--- src/tvp_pkg.sv ---
// tvp_pkg: shared constants and types for the trapezoid velocity profile block.
// No dependencies.
package tvp_pkg;
	localparam logic signed [63:0] SAT_LIM = 64'sd2305843009213693952;
	localparam logic [0:0] CMD_PLAN = 1'b0;
	localparam logic [0:0] CMD_TICK = 1'b1;
	typedef logic signed [63:0] wide_t;

	function automatic wide_t sat(input wide_t v, input wide_t lim);
		if (v > lim) return lim;
		if (v < -lim) return -lim;
		return v;
	endfunction

	function automatic logic signed [31:0] sat32(input wide_t v);
		if (v > 64'sd2147483647) return 32'sh7fffffff;
		if (v < -64'sd2147483648) return 32'sh80000000;
		return v[31:0];
	endfunction
endpackage

--- src/tvp_mul.sv ---
// tvp_mul: multi-cycle fixed-point multiply x*y>>F on magnitudes, saturated at 2^61.
// Uses tvp_pkg. One 32x32 partial product per cycle.
module tvp_mul #(
	parameter int FRACTION_BITS = 16
) (
	input  logic                clk,
	input  logic                arst_n,
	input  logic                start,
	input  tvp_pkg::wide_t      a,
	input  tvp_pkg::wide_t      b,
	output logic                done,
	output tvp_pkg::wide_t      y
);
	import tvp_pkg::*;
	logic [63:0] ua_q, ub_q;
	logic [127:0] acc_q;
	logic [2:0] ph_q;
	logic busy_q, neg_q;
	logic [31:0] pa, pb;
	logic [63:0] pp;
	logic [127:0] sh;
	logic [63:0] r;

	always_comb begin
		pa = ph_q[1] ? ua_q[63:32] : ua_q[31:0];
		pb = ph_q[0] ? ub_q[63:32] : ub_q[31:0];
		pp = 64'(pa) * 64'(pb);
		sh = {64'd0, pp} << (7'(ph_q[1]) * 7'd32 + 7'(ph_q[0]) * 7'd32);
		r = 64'(acc_q >> FRACTION_BITS);
		if ((acc_q >> FRACTION_BITS) > 128'(SAT_LIM)) r = 64'(SAT_LIM);
		y = neg_q ? -wide_t'(r) : wide_t'(r);
	end

	always_ff @(posedge clk or negedge arst_n) begin
		if (!arst_n) begin
			busy_q <= 1'b0;
			done <= 1'b0;
			ph_q <= '0;
		end else begin
			done <= 1'b0;
			if (start) begin
				busy_q <= 1'b1;
				ph_q <= '0;
				ua_q <= a[63] ? 64'(-a) : 64'(a);
				ub_q <= b[63] ? 64'(-b) : 64'(b);
				neg_q <= a[63] ^ b[63];
				acc_q <= '0;
			end else if (busy_q) begin
				acc_q <= acc_q + sh;
				ph_q <= ph_q + 3'd1;
				if (ph_q == 3'd3) begin
					busy_q <= 1'b0;
					done <= 1'b1;
				end
			end
		end
	end
endmodule

--- config.mk ---
export PLATFORM = sky130hd
export DESIGN_NAME = tvp_mul
export DESIGN_NICKNAME = d
export VERILOG_FILES = /design/src/tvp_pkg.sv /design/src/tvp_mul.sv
export SDC_FILE = /design/constraint.sdc
export NUM_CORES = 2
export LEC_CHECK = 0
export BUFFER_PORTS_ARGS = -buffer_cell sky130_fd_sc_hd__buf_2
export CAP_MARGIN = 15
export CORE_MARGIN = 10
export CORE_UTILIZATION = 40
export DETAILED_ROUTE_END_ITERATION = 12
export PLACE_DENSITY_LB_ADDON = 0.05
export SLEW_MARGIN = 20
export SYNTH_ARGS = -nofsm -noshare
export SYNTH_HDL_FRONTEND = slang
export SYNTH_SLANG_ARGS = --single-unit
--- constraint.sdc ---
create_clock -name clk -period 13.05 [get_ports clk]
set_input_delay 3.2625 -clock clk [delete_from_list [all_inputs] [get_ports clk]]
set_output_delay 3.2625 -clock clk [all_outputs]
set_load 0.02 [all_outputs]
==> impl_metrics.tcl <==
set metrics [dict create \
    status "completed" \
    routabilityCongestion 0.996 \
    cp_num_buf_inv 9 \
    path_common_cell "fa_1" \
    syn_area_per_cell_sq_um 8.62 \
    antenna_found_initial 16 \
    rsz0062_at_grt "false" \
    grt-ovfl-total 0 \
    crit_required_ns 13.41 \
    ys_async_sr_fraction 0.0191 \
    cp_data_arrival_time_ns 12.98 \
    htreeDepth 2 \
    start_util 0.404 \
    ioPinCount 196 \
    grt_pass1_wl_mm 343 \
    slowest_stage "fa_1" \
    worst_pin_slew_ns 1.28 \
    setup_tns_ns 0 \
    min_period_ns 12.62 \
    grt_pass1_vias 50700 \
    fin_nets 8152 \
    max_freq_mhz 79.3 \
    syn_inst 6557 \
    critPathTopFamily "adder cells" \
    post_synth_num_cell_types 83 \
    clock_tree.root_cell "clkbuf_16" \
    cts_made_buffers 37 \
    drv_cap 0 \
    syn_to_final_growth_pct 10.7 \
    seq_area_sq_um 7850 \
    die_h_um 396 \
    reg2reg_from "ph_q[1]$_DFFE_PN0P_" \
    slowest_delay_ns 0.59 \
    avgViaCountPerCell 5.68 \
    ant_nets 0 \
    cts.sinks 262 \
    grt.total_usage 0.293 \
    crit_start "ph_q[1]$_DFFE_PN0P_" \
    wl_mm 234 \
    maxSlewHeadroom 0.142 \
    slew_viol_final 0 \
    synth-seq-cells 262 \
    dieWidth_um 396 \
    final-setup-viol-count 0 \
    drt_iter0_drc 4300 \
    syn-num-nets 7980 \
    min_path_type "flip-flop to flip-flop" \
    min-delay-start "ph_q[2]$_DFFE_PN0P_" \
    rows 137 \
    clkLatencyLatePin_ns 0.64 \
    holdBufCountCts 0 \
    finClkSkew_ns 0.0653 \
    fin_crit_sh 0.967 \
    drt_pass1_iterations 6 \
    multiInputGateArea_sq_um 44200 \
    dpl.hpwl_mm 196 \
    ys_seq_area_frac 0.139 \
    drc_errors 0 \
    critPathLaunchType "flip-flop" \
    final.fill_count 14100 \
    synth_flop_cell "edfxtp_1" \
    cp_max_fo 12 \
    io_buffers 195 \
    cts_buffer_depth 3 \
    vias 49000 \
    yosysWarningCount 0 \
    critical_path_class "flip-flop to flip-flop" \
    core_area_sq_um 140000 \
    path_clk_slew_ns 0.06 \
    cts_tree "built" \
    synthesis.area_sq_um 56500 \
    final_hold_viol_count 0 \
    wl_per_cell_um 27.1 \
    endpoint_kind "flip-flop" \
    drive_gt1_frac 0.104 \
    synth_edf_count 257 \
    grt_max_degree 77 \
    dieArea_sq_um 157000 \
]
-- layout make-up --
cell class | count | area share
multi-input cells | 5002 | 0.706
flip-flops and latches | 262 | 0.125
inverters | 967 | 0.0580
repair buffers | 459 | 0.0540
well taps | 1876 | 0.0375
clock buffers | 41 | 0.0154
clock inverters | 23 | 0.00374
diodes | 3 | 0.000120
-- kinds of logic after synthesis --
kind of cell             count (synthesis)  share of synthesized area
multiplexers                           211                     0.0390
AND/OR/NAND/NOR                       2149                      0.165
AO/OA/AOI/OAI                         1020                      0.115
XOR/XNOR                               330                     0.0511
flip-flops                             262                      0.139
buffers and inverters                 1293                     0.0858
adder cells (fa/ha/maj)               1292                      0.405
-- Yosys cell counts (all sizes together), types with 7 or more instances --
master | number | area share
nor2 | 896 | 0.059
xnor2 | 229 | 0.035
a31o | 7 | 0.0011
nand2 | 743 | 0.049
a21o | 103 | 0.014
mux2 | 75 | 0.015
and3 | 26 | 0.0029
o22ai | 29 | 0.0032
o41ai | 22 | 0.0034
or2 | 16 | 0.0018
xor2 | 101 | 0.016
o21ai | 241 | 0.021
nor3 | 71 | 0.0066
nand3 | 58 | 0.0052
o21a | 20 | 0.0027
o21bai | 60 | 0.0080
nand2b | 35 | 0.0039
inv | 967 | 0.064
or4 | 19 | 0.0027
a221oi | 9 | 0.0014
nor4b | 7 | 0.0013
a311oi | 18 | 0.0028
nor4 | 43 | 0.0049
o31ai | 69 | 0.0094
mux2i | 136 | 0.024
ha | 395 | 0.087
nor2b | 19 | 0.0021
and4 | 12 | 0.0019
fa | 897 | 0.32
nand4 | 80 | 0.0089
a31oi | 30 | 0.0033
a211oi | 16 | 0.0021
a21boi | 19 | 0.0025
buf | 25 | 0.0017
a21oi | 279 | 0.025
clkbuf | 301 | 0.020
edfxtp | 257 | 0.14
and2 | 61 | 0.0067
a22o | 12 | 0.0019
or3 | 44 | 0.0050
o2111ai | 12 | 0.0019
o211ai | 17 | 0.0023
-- sequential cells by signal, summed over array words and instances (netlist names) --
| register | cells |
|---|---|
| done | 1 |
| neg_q | 1 |
| busy_q | 1 |
| acc_q | 128 |
| ua_q | 64 |
| ph_q | 3 |
| ub_q | 64 |
-- timing repair --
item | 4_1_cts | 5_1_grt
buffers inserted | 0 | 20
setup endpoints to repair | 0 | 42
gates resized for setup | 0 | 24
hold endpoints to repair | 0 | 0
-- final timing paths --
check                                           end  slack (ns)  cells past startpoint
min reg2reg                     ph_q[2]$_DFFE_PN0P_        0.57                      2
max in group asynchronous       ph_q[0]$_DFFE_PN0P_        9.65                      1
max reg2reg                acc_q[127]$_SDFFCE_PP0P_        0.43                     44
min in group asynchronous       ph_q[2]$_DFFE_PN0P_        2.69                      1
max                        acc_q[127]$_SDFFCE_PP0P_        0.43                     44
min                             ph_q[2]$_DFFE_PN0P_        0.57                      2
-- layout by cell type, fill, tap and decap left out, types with 18 or more instances in the layout --
| cell | count |
|---|---|
| nand2b_1 | 34 |
| and3_1 | 26 |
| nand2_1 | 743 |
| a21o_1 | 103 |
| nor2_1 | 895 |
| o41ai_1 | 22 |
| fa_1 | 897 |
| o21bai_1 | 60 |
| xor2_1 | 100 |
| a21boi_0 | 18 |
| a21oi_1 | 278 |
| o31ai_1 | 67 |
| or3_1 | 43 |
| o22ai_1 | 29 |
| buf_4 | 231 |
| nor4_1 | 42 |
| mux2i_2 | 46 |
| mux2_2 | 73 |
| o21a_1 | 20 |
| ha_1 | 394 |
| mux2i_1 | 85 |
| nand4_1 | 80 |
| clkbuf_16 | 38 |
| buf_2 | 193 |
| a31oi_1 | 30 |
| inv_1 | 967 |
| o21ai_0 | 231 |
| and2_1 | 60 |
| nor2b_1 | 19 |
| nor3_1 | 68 |
| nand3_1 | 57 |
| buf_12 | 29 |
| xnor2_1 | 228 |
| edfxtp_1 | 257 |
-- worst min-delay path: cells and delay by family (launching register included) --
family	cells	cell delay, ns
and+or+nand+nor	1	0.10
AOI/OAI and AO/OA	1	0.05
DFF	1	0.38
-- routing by layer --
layer | wire length [um] | vias up | global-route usage
li1 | - | 21700 | -
met1 | 98400 | 24800 | 0.393
met2 | 106000 | 2032 | 0.466
met3 | 17600 | 426 | 0.0498
met4 | 12200 | 6 | 0.123
met5 | 34 | - | 0
-- stage by stage --
| stage | util | area [sq um] | setup slack, ns | hold slack [ns] | std cells |
|---|---|---|---|---|---|
| 4_1_cts | 0.445 | 62300 | 0.0000275 | 0.566 | 8610 |
| 2_1_floorplan | - | 56500 | 0.759 | 0.529 | 6557 |
| 5_1_grt | 0.447 | 62600 | 0.00285 | 0.601 | 8630 |
| 3_3_place_gp | 0.436 | 61100 | 0.158 | 0.550 | 8546 |
| 6_report | 0.447 | 62600 | 0.432 | 0.566 | 8633 |
| 3_5_place_dp | 0.436 | 61100 | 0.0325 | 0.558 | 8546 |
Power is not shown: default switching activity piles up to over one toggle a cycle in this logic, so the estimate is an artifact.
